--- config.mk ---
export PLATFORM = sky130hd
export DESIGN_NAME = line_rasterizer
export DESIGN_NICKNAME = d
export VERILOG_FILES = /design/src/rtl/lr_pkg.sv /design/src/rtl/line_rasterizer.sv /design/src/rtl/lr_core.sv /design/src/rtl/lr_outbuf.sv
export VERILOG_INCLUDE_DIRS = /design/src /design/src/rtl
export SDC_FILE = /design/constraint.sdc
export NUM_CORES = 1
export LEC_CHECK = 0
export ABC_AREA = 1
export BUFFER_PORTS_ARGS = -buffer_cell sky130_fd_sc_hd__buf_2
export CAP_MARGIN = 10
export CORE_AREA = 8 8 194 196
export DETAILED_ROUTE_END_ITERATION = 6
export DIE_AREA = 0 0 202 204
export GPL_TIMING_DRIVEN = 0
export PLACE_DENSITY_LB_ADDON = 0.15
export SYNTH_ARGS = -nofsm -noshare
export SYNTH_HDL_FRONTEND = slang
export SYNTH_HIERARCHICAL = 1
export SYNTH_SLANG_ARGS = --single-unit
--- constraint.sdc ---
create_clock -name clk -period 15.2 [get_ports clk]
set_clock_uncertainty 0.05 [all_clocks]
set_input_delay 1.52 -clock clk [delete_from_list [all_inputs] [get_ports clk]]
set_output_delay 1.52 -clock clk [all_outputs]
set_load 0.02 [all_outputs]
--- src/rtl/line_rasterizer_assert.svh ---
// assertion macros for the line rasterizer
`ifndef LINE_RASTERIZER_ASSERT_SVH
`define LINE_RASTERIZER_ASSERT_SVH

`ifndef ASSERT_OFF
// clocked check, held off while reset is asserted
`define LR_ASSERT_CLK(label, prop, msg) \
  label: assert property (@(posedge clk) disable iff (!rst_n) prop) else $error(msg);
// clocked check that also holds during reset
`define LR_ASSERT_ALWAYS(label, prop, msg) \
  label: assert property (@(posedge clk) prop) else $error(msg);
`else
`define LR_ASSERT_CLK(label, prop, msg)
`define LR_ASSERT_ALWAYS(label, prop, msg)
`endif

`endif

--- src/rtl/lr_pkg.sv ---
// shared types and constants of the line rasterizer
package lr_pkg;

  localparam int COORD_BITS = 12;
  localparam int FW_BITS    = 13;
  localparam int ADDR_BITS  = 24;
  localparam int COLOR_BITS = 24;
  localparam int ERR_BITS   = 14;

  localparam logic [FW_BITS-1:0] FRAME_WIDTH_RESET = 13'd640;

  localparam logic OP_LOAD = 1'b0;
  localparam logic OP_STEP = 1'b1;

  typedef struct packed {
    logic                  op;
    logic [COORD_BITS-1:0] x_start;
    logic [COORD_BITS-1:0] y_start;
    logic [COORD_BITS-1:0] x_end;
    logic [COORD_BITS-1:0] y_end;
    logic [COLOR_BITS-1:0] color;
  } in_item_t;

  typedef struct packed {
    logic [COORD_BITS-1:0] pixel_x;
    logic [COORD_BITS-1:0] pixel_y;
    logic [ADDR_BITS-1:0]  pixel_addr;
    logic [COLOR_BITS-1:0] pixel_color;
    logic                  last;
  } out_item_t;

endpackage

--- src/rtl/line_rasterizer.sv ---
// top level of the bresenham line rasterizer
// a step item's pixel goes to the output register, or to the skid stage while the output holds an item not yet taken
// throughput: one item per cycle while in_stall is low; loads and idle steps give no result item
// in_stall rises only when both the output register and the skid stage hold items
// reset: synchronous active low, clears busy and both output slots, width back to 640
// no clearing pass is needed after reset
`include "line_rasterizer_assert.svh"
module line_rasterizer
  import lr_pkg::*;
(
  input  logic               clk,
  input  logic               rst_n,
  // input channel
  input  logic               in_valid,
  output logic               in_stall,
  input  in_item_t           in_item,
  // result channel
  output logic               out_valid,
  input  logic               out_stall,
  output out_item_t          out_item,
  // frame width register
  input  logic               cfg_wr_en,
  input  logic [FW_BITS-1:0] cfg_wr_data
);

  logic [FW_BITS-1:0] frame_width_r;
  logic               in_accept;
  logic               produce;
  out_item_t          pix;

  // item accepted when offered and not held off
  assign in_accept = in_valid && !in_stall;

  // frame width, used as written (zero gives address equal to column)
  always_ff @(posedge clk) begin
    if (!rst_n) begin
      frame_width_r <= FRAME_WIDTH_RESET;
    end else if (cfg_wr_en) begin
      frame_width_r <= cfg_wr_data;
    end
  end

  // line state, error update and address of the current pixel
  lr_core u_core (
    .clk         (clk),
    .rst_n       (rst_n),
    .accept      (in_accept),
    .in_item     (in_item),
    .frame_width (frame_width_r),
    .pix         (pix),
    .produce     (produce)
  );

  // result register plus skid so a new item is taken while one waits
  lr_outbuf u_outbuf (
    .clk       (clk),
    .rst_n     (rst_n),
    .produce   (produce),
    .pix       (pix),
    .in_stall  (in_stall),
    .out_valid (out_valid),
    .out_stall (out_stall),
    .out_item  (out_item)
  );

  // a result only ever comes from an accepted step item
  `LR_ASSERT_CLK(a_produce_from_step, produce |-> (in_accept && in_item.op == OP_STEP), "result without step item")
  // out_valid is high in the cycle after a result is produced
  `LR_ASSERT_CLK(a_produce_shows, produce |=> out_valid, "produced result not shown")
  // reset leaves the output empty
  `LR_ASSERT_ALWAYS(a_reset_empty, !rst_n |=> (!out_valid && !in_stall), "output not empty after reset")

endmodule

--- src/rtl/lr_core.sv ---
// bresenham line state, step update and pixel address
module lr_core
  import lr_pkg::*;
(
  input  logic               clk,
  input  logic               rst_n,
  input  logic               accept,
  input  in_item_t           in_item,
  input  logic [FW_BITS-1:0] frame_width,
  output out_item_t          pix,
  output logic               produce
);

  logic [COORD_BITS-1:0]      cur_x_r, cur_x_nxt;
  logic [COORD_BITS-1:0]      cur_y_r, cur_y_nxt;
  logic [COORD_BITS-1:0]      end_x_r, end_y_r;
  logic [COORD_BITS-1:0]      abs_dx_r, abs_dx_nxt;
  logic signed [COORD_BITS:0] neg_abs_dy_r, neg_abs_dy_nxt;
  logic                       dir_x_neg_r, dir_y_neg_r;
  logic signed [ERR_BITS-1:0] err_r, err_nxt;
  logic [COLOR_BITS-1:0]      color_r;
  logic                       busy_r, busy_nxt;

  logic [COORD_BITS-1:0]      abs_dy;
  logic                       x_lt, y_lt;
  logic                       at_end;
  logic signed [ERR_BITS:0]   e2;
  logic                       step_x, step_y;
  logic [COORD_BITS+FW_BITS-1:0] prod;

  assign x_lt = in_item.x_start < in_item.x_end;
  assign y_lt = in_item.y_start < in_item.y_end;

  always_comb begin
    abs_dx_nxt = x_lt ? (in_item.x_end - in_item.x_start) : (in_item.x_start - in_item.x_end);
    abs_dy     = y_lt ? (in_item.y_end - in_item.y_start) : (in_item.y_start - in_item.y_end);
    neg_abs_dy_nxt = -$signed({1'b0, abs_dy});
  end

  assign at_end  = (cur_x_r == end_x_r) && (cur_y_r == end_y_r);
  assign produce = accept && (in_item.op == OP_STEP) && busy_r;

  // doubled error against the two deltas decides the axis moves
  assign e2     = {err_r, 1'b0};
  assign step_x = e2 >= ERR_BITS'(neg_abs_dy_r);
  assign step_y = e2 <= $signed({3'b000, abs_dx_r});

  always_comb begin
    cur_x_nxt = cur_x_r;
    cur_y_nxt = cur_y_r;
    err_nxt   = err_r;
    busy_nxt  = busy_r;
    if (accept && (in_item.op == OP_LOAD)) begin
      cur_x_nxt = in_item.x_start;
      cur_y_nxt = in_item.y_start;
      err_nxt   = $signed({2'b00, abs_dx_nxt}) + ERR_BITS'(neg_abs_dy_nxt);
      busy_nxt  = 1'b1;
    end else if (produce) begin
      if (at_end) begin
        busy_nxt = 1'b0;
      end else begin
        err_nxt = err_r
                + (step_x ? ERR_BITS'(neg_abs_dy_r) : '0)
                + (step_y ? $signed({2'b00, abs_dx_r}) : '0);
        if (step_x) begin
          cur_x_nxt = dir_x_neg_r ? cur_x_r - 1'b1 : cur_x_r + 1'b1;
        end
        if (step_y) begin
          cur_y_nxt = dir_y_neg_r ? cur_y_r - 1'b1 : cur_y_r + 1'b1;
        end
      end
    end
  end

  always_ff @(posedge clk) begin
    if (!rst_n) begin
      busy_r <= 1'b0;
    end else begin
      busy_r <= busy_nxt;
    end
  end

  always_ff @(posedge clk) begin
    cur_x_r <= cur_x_nxt;
    cur_y_r <= cur_y_nxt;
    err_r   <= err_nxt;
    if (accept && (in_item.op == OP_LOAD)) begin
      end_x_r      <= in_item.x_end;
      end_y_r      <= in_item.y_end;
      abs_dx_r     <= abs_dx_nxt;
      neg_abs_dy_r <= neg_abs_dy_nxt;
      dir_x_neg_r  <= !x_lt;
      dir_y_neg_r  <= !y_lt;
      color_r      <= in_item.color;
    end
  end

  // row times width plus column, wrapped to the address width
  assign prod = (COORD_BITS+FW_BITS)'(cur_y_r) * (COORD_BITS+FW_BITS)'(frame_width);

  always_comb begin
    pix.pixel_x     = cur_x_r;
    pix.pixel_y     = cur_y_r;
    pix.pixel_addr  = ADDR_BITS'(prod + (COORD_BITS+FW_BITS)'(cur_x_r));
    pix.pixel_color = color_r;
    pix.last        = at_end;
  end

endmodule

--- src/rtl/lr_outbuf.sv ---
// output register with skid stage for result items
`include "line_rasterizer_assert.svh"
module lr_outbuf
  import lr_pkg::*;
(
  input  logic      clk,
  input  logic      rst_n,
  input  logic      produce,
  input  out_item_t pix,
  output logic      in_stall,
  output logic      out_valid,
  input  logic      out_stall,
  output out_item_t out_item
);

  out_item_t out_r, skid_r;
  logic      out_valid_r, out_valid_nxt;
  logic      skid_valid_r, skid_valid_nxt;
  logic      take;
  logic      load_out, load_skid, move_skid;

  assign take = out_valid_r && !out_stall;

  always_comb begin
    out_valid_nxt  = out_valid_r;
    skid_valid_nxt = skid_valid_r;
    load_out  = 1'b0;
    load_skid = 1'b0;
    move_skid = 1'b0;
    if (skid_valid_r) begin
      if (take) begin
        move_skid      = 1'b1;
        skid_valid_nxt = 1'b0;
      end
    end else if (produce) begin
      if (!out_valid_r || take) begin
        load_out      = 1'b1;
        out_valid_nxt = 1'b1;
      end else begin
        load_skid      = 1'b1;
        skid_valid_nxt = 1'b1;
      end
    end else if (take) begin
      out_valid_nxt = 1'b0;
    end
  end

  always_ff @(posedge clk) begin
    if (!rst_n) begin
      out_valid_r  <= 1'b0;
      skid_valid_r <= 1'b0;
    end else begin
      out_valid_r  <= out_valid_nxt;
      skid_valid_r <= skid_valid_nxt;
    end
  end

  always_ff @(posedge clk) begin
    if (move_skid) begin
      out_r <= skid_r;
    end else if (load_out) begin
      out_r <= pix;
    end
    if (load_skid) begin
      skid_r <= pix;
    end
  end

  assign in_stall  = skid_valid_r;
  assign out_valid = out_valid_r;
  assign out_item  = out_r;

  `LR_ASSERT_CLK(a_skid_needs_out, skid_valid_r |-> out_valid_r, "skid holds item while output empty")
  `LR_ASSERT_CLK(a_no_produce_full, !(produce && skid_valid_r), "result produced while skid full")
  `LR_ASSERT_CLK(a_skid_drains, (skid_valid_r && take) |=> (out_valid_r && !skid_valid_r), "skid not drained into output")
  `LR_ASSERT_CLK(a_blocked_to_skid, (produce && out_valid_r && !take) |=> skid_valid_r, "blocked result lost")

endmodule

==> impl_metrics.py, run 1 <==
metrics = {
    "finish": {
        "layout.nets": 3184,
        "drive_gt1_share_pct": 11.8,
        "synthToLayoutAreaGrowth_pct": 11.4,
        "insertedDiodeCount": 0,
        "n_fill_cell": 2738,
    },
    "logic_synthesis": {
        "yosys.area.top_type_share_pct": 35.2,
        "yosys.area.top_type": "edfxtp_1",
        "async_reset_ff_share_pct": 0,
        "synth_edf_count": 259,
        "synthCells": 2567,
        "synth-main-ff-cell": "edfxtp_1",
        "synth.distinct_cells": 53,
        "netlist_area_um2": 22100,
        "syn-num-nets": 2983,
        "synth-seq-area-share_pct": 36.7,
        "synth.yosys.warnings": 6,
        "synth_seq_cells": 275,
        "syn_avg_cell_area_um2": 8.60,
        "synthTopCellsByArea": "edfxtp_1 35%, nand2_1 13%, fa_1 13%",
    },
    "grt": {
        "grt_use_total_pct": 27.2,
        "grt_max_degree": 58,
        "antenna_found_initial": 1,
        "grt_pass1_wl_um": 90300,
        "grt_pass1_vias": 17900,
        "grt_overflow": 0,
    },
    "setup_path": {
        "worstSetupPathType": "flip-flop to flip-flop",
        "path_buf_inv": 8,
        "critPathArrivalTime_ns": 6.66,
        "worstPathMaxFanout": 10,
        "rr_endpoint": "u_outbuf/out_item[44]",
        "crit_start": "u_core/cur_y_r[0]",
        "critical-path-top-delay-family": "adder cells",
        "required_ns": 15.47,
        "reg2reg_from": "u_core/cur_y_r[0]",
        "crit_path_frequent_cell": "inv_1",
        "r2r_slack_ns": 8.81,
        "startpoint_type": "flip-flop",
        "reg2reg_depth": 25,
        "crit_path_top_delay_cell": "fa_1",
        "cp-end-kind": "flip-flop",
        "slowest_delay_ns": 0.55,
    },
    "timing": {
        "worstMarginPinSlew_ns": 0.809,
        "relSlewSlack_pct": 45.6,
        "fin_crit_ns": 6.39,
        "hold_viol_final": 0,
        "setup_violations": 0,
        "drv_slew": 0,
        "clock.fmax_ghz": 0.157,
        "finalCritPeriodShare_pct": 42.0,
        "setup_ws_ns": 8.81,
        "tns_ns": 0,
        "rsz0062_at_grt": "no",
    },
    "run_status": {
        "status": "complete, no violations",
    },
    "detailed_routing": {
        "vias": 17500,
        "drt_iter0_drc": 1398,
        "drc": 0,
        "first_pass_iters": 5,
        "drt-vias-per-instance": 5.38,
        "post_drt_wl_per_cell_um": 17.4,
        "wl_um": 56500,
        "ant_nets": 0,
    },
    "floorplan": {
        "rows": 69,
        "start_util_pct": 63.4,
        "dieArea_um2": 41200,
        "dieWidth_um": 202,
        "fp.dieH_um": 204,
        "io_pins": 166,
        "core_area_um2": 34800,
    },
    "job": {
        "drv_cap": 0,
    },
    "clocking": {
        "cts_made_buffers": 30,
        "cts.path.max_buffers": 3,
        "cts_hold_buf": 0,
        "clock_latency_ns": 0.59,
        "clk_pin_slew_ns": 0.06,
        "cts_root_buffer": "clkbuf_16",
        "cts_tree": "built",
        "h-tree-depth": 1,
        "ctsResizeCount": 0,
        "clock-sinks": 275,
        "postCtsSetupRepairBufs": 0,
    },
    "placed_design": {
        "post-place-ws_ns": 8.90,
        "hpwlAfterDp_um": 45100,
        "place_congestion": 0.934,
        "io_buffers": 164,
    },
    "power": {
        "power.density_nw_per_um2": 180,
        "peakVddDrop_mv": 0.179,
        "power_leakage_nw": 12.6,
    },
    "min_path": {
        "hold_path_startpoint": "u_core/color_r[11]",
        "min_to": "u_outbuf/skid_r[12]",
        "hp-class": "flip-flop to flip-flop",
        "worstHoldPathCells": 0,
    },
}
-- per-stage QoR --
| stage | area, um2 | cells | total power, mW | hold WS [ns] | utilization, % |
|---|---|---|---|---|---|
| global route | 24600 | 3252 | 4.82 | 0.412 | 70.7 |
| global placement | 23500 | 3192 | 3.58 | 0.380 | 67.4 |
| finish | 24600 | 3252 | 4.42 | 0.399 | 70.7 |
| CTS | 24600 | 3252 | 4.42 | 0.388 | 70.7 |
| detailed placement | 23600 | 3197 | 3.66 | 0.384 | 67.8 |
| floorplan | 22100 | 2567 | 3.04 | 0.377 | - |
-- metal layers --
layer	global-route usage (%)	vias up	wire length, um	part of all wire (%)
met1	34.1	8243	22900	41
met5	0	-	13	0.023
met3	4.56	136	4070	7.2
met4	11.5	2	2380	4.2
li1	-	8426	-	-
met2	46.4	677	27100	48
-- state kept, by name, indices dropped and copies added, names as in the netlist --
| signal | flops |
|---|---|
| u_outbuf/out_valid | 1 |
| u_core/neg_abs_dy_r | 13 |
| u_core/dir_x_neg_r | 1 |
| u_core/end_x_r | 12 |
| u_outbuf/in_stall | 1 |
| u_core/cur_x_r | 12 |
| u_outbuf/skid_r | 73 |
| u_core/dir_y_neg_r | 1 |
| u_core/cur_y_r | 12 |
| u_core/abs_dx_r | 12 |
| u_core/busy_r | 1 |
| u_outbuf/out_item | 73 |
| frame_width_r | 13 |
| u_core/err_r | 14 |
| u_core/color_r | 24 |
| u_core/end_y_r | 12 |
-- power breakdown --
part,internal [mW],switching (mW)
logic,0.954,1.61
clock network,0.418,0.310
registers,1.06,0.0664
total,2.43,1.98
-- cells in the final DEF, fill, tap and decap left out, types with 11 or more instances in the layout --
| cell type | count |
|---|---|
| inv_1 | 518 |
| o21ai_0 | 79 |
| nor2_4 | 13 |
| clkbuf_16 | 30 |
| a21oi_1 | 99 |
| nand3_1 | 83 |
| edfxtp_1 | 259 |
| nand2_2 | 23 |
| nor2_1 | 93 |
| clkbuf_1 | 39 |
| buf_2 | 173 |
| or2_2 | 18 |
| nor3_1 | 11 |
| nand2_1 | 775 |
| nand4_1 | 17 |
| xnor2_1 | 41 |
| dfxtp_1 | 16 |
| fa_1 | 140 |
| xor2_1 | 52 |
| ha_1 | 185 |
-- layout make-up --
| type | instances | area, um2 | share of cell area (%) |
|---|---|---|---|
| Clock buffer | 40 | 822 | 3.34 |
| Multi-Input combinational cell | 1700 | 11700 | 47.4 |
| Tap cell | 461 | 577 | 2.35 |
| Timing Repair Buffer | 169 | 931 | 3.79 |
| Inverter | 527 | 1980 | 8.05 |
| Clock inverter | 15 | 170 | 0.692 |
| Sequential cell | 275 | 8100 | 32.9 |
| Buffer | 65 | 357 | 1.45 |
-- synthesized netlist by cell type, types with 5 or more instances --
cell,count
nand2_1,776
inv_1,518
edfxtp_1,259
ha_1,185
fa_1,140
a21oi_1,99
nor2_1,94
nand3_1,83
o21ai_0,80
xor2_1,52
xnor2_1,41
clkbuf_1,35
nand2_2,23
or2_2,18
nand4_1,17
dfxtp_1,16
nor2_4,12
nor3_1,11
buf_2,10
a31oi_1,8
buf_4,8
inv_2,8
a21o_1,6
nand2_4,6
nand3b_1,6
o21bai_1,6
clkbuf_2,5
nor4_1,5
o211ai_1,5
-- cells by family after synthesis --
| group | count (synthesis) | share of synthesized area [%] |
|---|---|---|
| AOI/OAI and AO/OA | 222 | 5.58 |
| DFF | 275 | 36.7 |
| xor gates and xnor gates | 93 | 3.69 |
| buffers and inverters | 592 | 10.6 |
| adders and majority gates | 325 | 23.2 |
| and+or+nand+nor | 1060 | 20.3 |
-- worst max-delay path by stage --
stage / to / slack [ns] / cells past startpoint
2_1_floorplan: u_outbuf/skid_r[0] / 9.63 / 6
3_3_place_gp: u_outbuf/skid_r[46] / 7.94 / 7
3_5_place_dp: u_outbuf/out_item[44] / 8.90 / 25
4_1_cts: u_outbuf/out_item[44] / 8.86 / 25
5_1_grt: u_outbuf/out_item[44] / 8.43 / 25
6_report: u_outbuf/out_item[44] / 8.81 / 25
No activity file was read; power rests on OpenSTA's default activity.
==> run 2, diff against run 1 <==
--- a/config.mk
+++ b/config.mk
@@ -6,7 +6,7 @@
 export SDC_FILE = /design/constraint.sdc
 export NUM_CORES = 1
 export LEC_CHECK = 0
-export ABC_AREA = 1
+export ABC_AREA = 0
 export BUFFER_PORTS_ARGS = -buffer_cell sky130_fd_sc_hd__buf_2
 export CAP_MARGIN = 10
 export CORE_AREA = 8 8 194 196
==> constraint.sdc (replaced) <==
create_clock -name clk -period 6.15 [get_ports clk]
set_clock_uncertainty 0.05 [all_clocks]
set_input_delay 0.615 -clock clk [delete_from_list [all_inputs] [get_ports clk]]
set_output_delay 0.615 -clock clk [all_outputs]
set_load 0.02 [all_outputs]
==> impl_metrics.py, run 2 <==
metrics = {
    "logic_synthesis": {
        "yosysMostFrequentCell": "inv_1",
        "synthTopCellsByArea": "edfxtp_1 37%, fa_1 13%, ha_1 11%",
        "synth-seq-area-share_pct": 38.5,
        "synthCells": 1877,
        "netlist_area_um2": 21000,
        "syn-num-nets": 2293,
        "syn_avg_cell_area_um2": 11.2,
        "async_reset_ff_share_pct": 0,
        "synth.yosys.warnings": 6,
        "synth_common_cells": "288 x inv_1, 259 x edfxtp_1, 185 x ha_1",
        "synth.distinct_cells": 80,
        "synth-main-ff-cell": "edfxtp_1",
        "synth_edf_count": 259,
        "yosys.area.top_type": "edfxtp_1",
        "synth_seq_cells": 275,
        "yosys.area.top_type_share_pct": 37.0,
    },
    "finish": {
        "utilization_pct": 68.9,
        "final_cell_mix": "287 x inv_1, 259 x edfxtp_1, 180 x ha_1, 169 x buf_2, 140 x fa_1",
        "layout.nets": 2521,
        "drive_gt1_share_pct": 18.9,
        "stdcell_count": 2590,
        "synthToLayoutAreaGrowth_pct": 13.9,
        "final_area_um2": 24000,
        "final_common_cell": "inv_1",
    },
    "timing": {
        "relSlewSlack_pct": 44.5,
        "finalCritPeriodShare_pct": 99.5,
        "setup_ws_ns": 0.0321,
        "hold_viol_final": 0,
        "setup_violations": 0,
        "fin_crit_ns": 6.12,
        "worstMarginPinSlew_ns": 0.831,
        "clock.fmax_ghz": 0.163,
        "drv_slew": 0,
    },
    "placed_design": {
        "dpl_cell_area_um2": 22600,
        "post-place-ws_ns": -0.557,
        "io_buffers": 164,
        "dp.cells": 2509,
        "hpwlAfterDp_um": 39300,
        "place_congestion": 0.929,
    },
    "detailed_routing": {
        "drc": 0,
        "drt-vias-per-instance": 5.58,
        "wl_um": 50600,
        "first_pass_iters": 5,
        "vias": 14400,
        "ant_nets": 0,
        "post_drt_wl_per_cell_um": 19.5,
        "drt_iter0_drc": 771,
    },
    "min_path": {
        "hold_path_startpoint": "in_item[18]",
        "hp-class": "input pin to flip-flop",
        "min_to": "u_core/color_r[18]",
        "worstHoldPathCells": 1,
    },
    "clocking": {
        "cts_root_buffer": "clkbuf_16",
        "clock-sinks": 275,
        "clk_pin_slew_ns": 0.07,
        "h-tree-depth": 1,
        "cts_made_buffers": 29,
        "cts.path.max_buffers": 3,
        "clock_latency_ns": 0.56,
        "cts_tree": "built",
    },
    "floorplan": {
        "io_pins": 166,
        "fp.dieH_um": 204,
        "rows": 69,
        "dieArea_um2": 41200,
        "dieWidth_um": 202,
        "start_util_pct": 60.5,
        "core_area_um2": 34800,
    },
    "setup_path": {
        "critPathArrivalTime_ns": 6.38,
        "reg2reg_from": "u_core/cur_y_r[1]",
        "crit_path_top_delay_cell": "fa_1",
        "required_ns": 6.41,
        "startpoint_type": "flip-flop",
        "slowest_delay_ns": 0.54,
        "r2r_slack_ns": 0.03,
        "worstSetupPathType": "flip-flop to flip-flop",
        "critical-path-top-delay-family": "adder cells",
        "crit_start": "u_core/cur_y_r[1]",
        "worstPathMaxFanout": 5,
        "crit_path_frequent_cell": "fa_1",
        "path_buf_inv": 5,
        "reg2reg_depth": 21,
        "rr_endpoint": "u_outbuf/out_item[47]",
        "cp-end-kind": "flip-flop",
        "path_cells": "buf_8 -> and2_1 -> fa_1 -> inv_1 -> fa_1 -> inv_2 -> fa_1 -> inv_1 -> fa_1 -> fa_1 -> inv_1 -> ha_2 -> or3_4 -> a211oi_4 -> o211ai_1 -> a31oi_2 -> a21oi_2 -> a21o_1 -> a21oi_2 -> xnor2_1 -> mux2_4",
    },
    "power": {
        "power_mw": 10.9,
        "power_leakage_nw": 11.1,
        "peakVddDrop_mv": 0.459,
        "power.density_nw_per_um2": 456,
    },
    "run_status": {
        "status": "complete, no violations",
    },
    "grt": {
        "grt_max_degree": 42,
        "grt_pass1_vias": 15000,
        "grt_overflow": 0,
        "antenna_found_initial": 3,
        "grt_use_total_pct": 24.3,
        "grt_pass1_wl_um": 79800,
    },
    "job": {
        "drv_cap": 0,
    },
}
[run 2: cell count changes in the layout (fill, tap and decap cells not counted), moves of 41 or more]
cell     delta
and2_1    +107
inv_1     -231
mux2_4     +71
nand2_1   -644
nand3_1    -69
o21ai_0    -41
[run 2: power breakdown]
group | internal, mW | switching (mW) | total [mW]
registers | 2.63 | 0.151 | 2.78
logic | 3.08 | 3.42 | 6.50
clock network | 0.940 | 0.719 | 1.66
total | 6.65 | 4.29 | 10.9
[run 2: layer usage]
layer	GRT usage (%)	up-vias	share of wire (%)
li1	-	6802	-
met1	31.0	7029	42
met2	41.2	489	48
met3	4.74	116	6.8
met4	7.98	4	3.3
met5	0	-	0.045
[run 2: worst max-delay path by stage]
stage | end | slack [ns] | cells after the start
2_1_floorplan | u_outbuf/out_item[48] | 0.12 | 21
3_3_place_gp | u_outbuf/out_item[14] | -0.81 | 5
3_5_place_dp | u_outbuf/out_item[48] | -0.56 | 21
4_1_cts | u_outbuf/out_item[48] | 0.005 | 22
5_1_grt | u_outbuf/out_item[47] | -0.05 | 20
6_report | u_outbuf/out_item[47] | 0.03 | 21
[run 2: per-stage QoR]
step | TNS [ns] | hold slack, ns
floorplan | 0 | 0.377
global placement | -83.07 | 0.382
detailed placement | -2.17 | 0.391
CTS | 0 | 0.149
global route | -0.0535 | 0.150
finish | 0 | 0.173
[run 2: cell families after synthesis]
family,Yosys count,share of synthesized area (%)
AND/OR/NAND/NOR,470,11.6
buffers and inverters,343,6.85
adder cells (fa/ha/maj),325,24.3
flip-flops,275,38.5
AO/OA/AOI/OAI,260,7.98
XOR/XNOR,107,4.45
multiplexers,97,6.36
[run 2: area by class of cell]
class,count,area [um2]
Sequential cell,275,8100
Multi-Input combinational cell,1259,11700
Fill cell,2594,10800
Clock inverter,15,121
Antenna cell,1,2.50
Clock buffer,39,783
Buffer,51,417
Timing Repair Buffer,199,1220
Tap cell,461,577
Inverter,290,1090
[run 2: repair_timing]
action / in CTS / in global routing
endpoints found under the setup margin: 8 / 4
cloned: 0 / 1
pin swaps: 0 / 14
setup buffers: 19 / 8
hold buffers: 0 / 0
resized for setup: 36 / 45
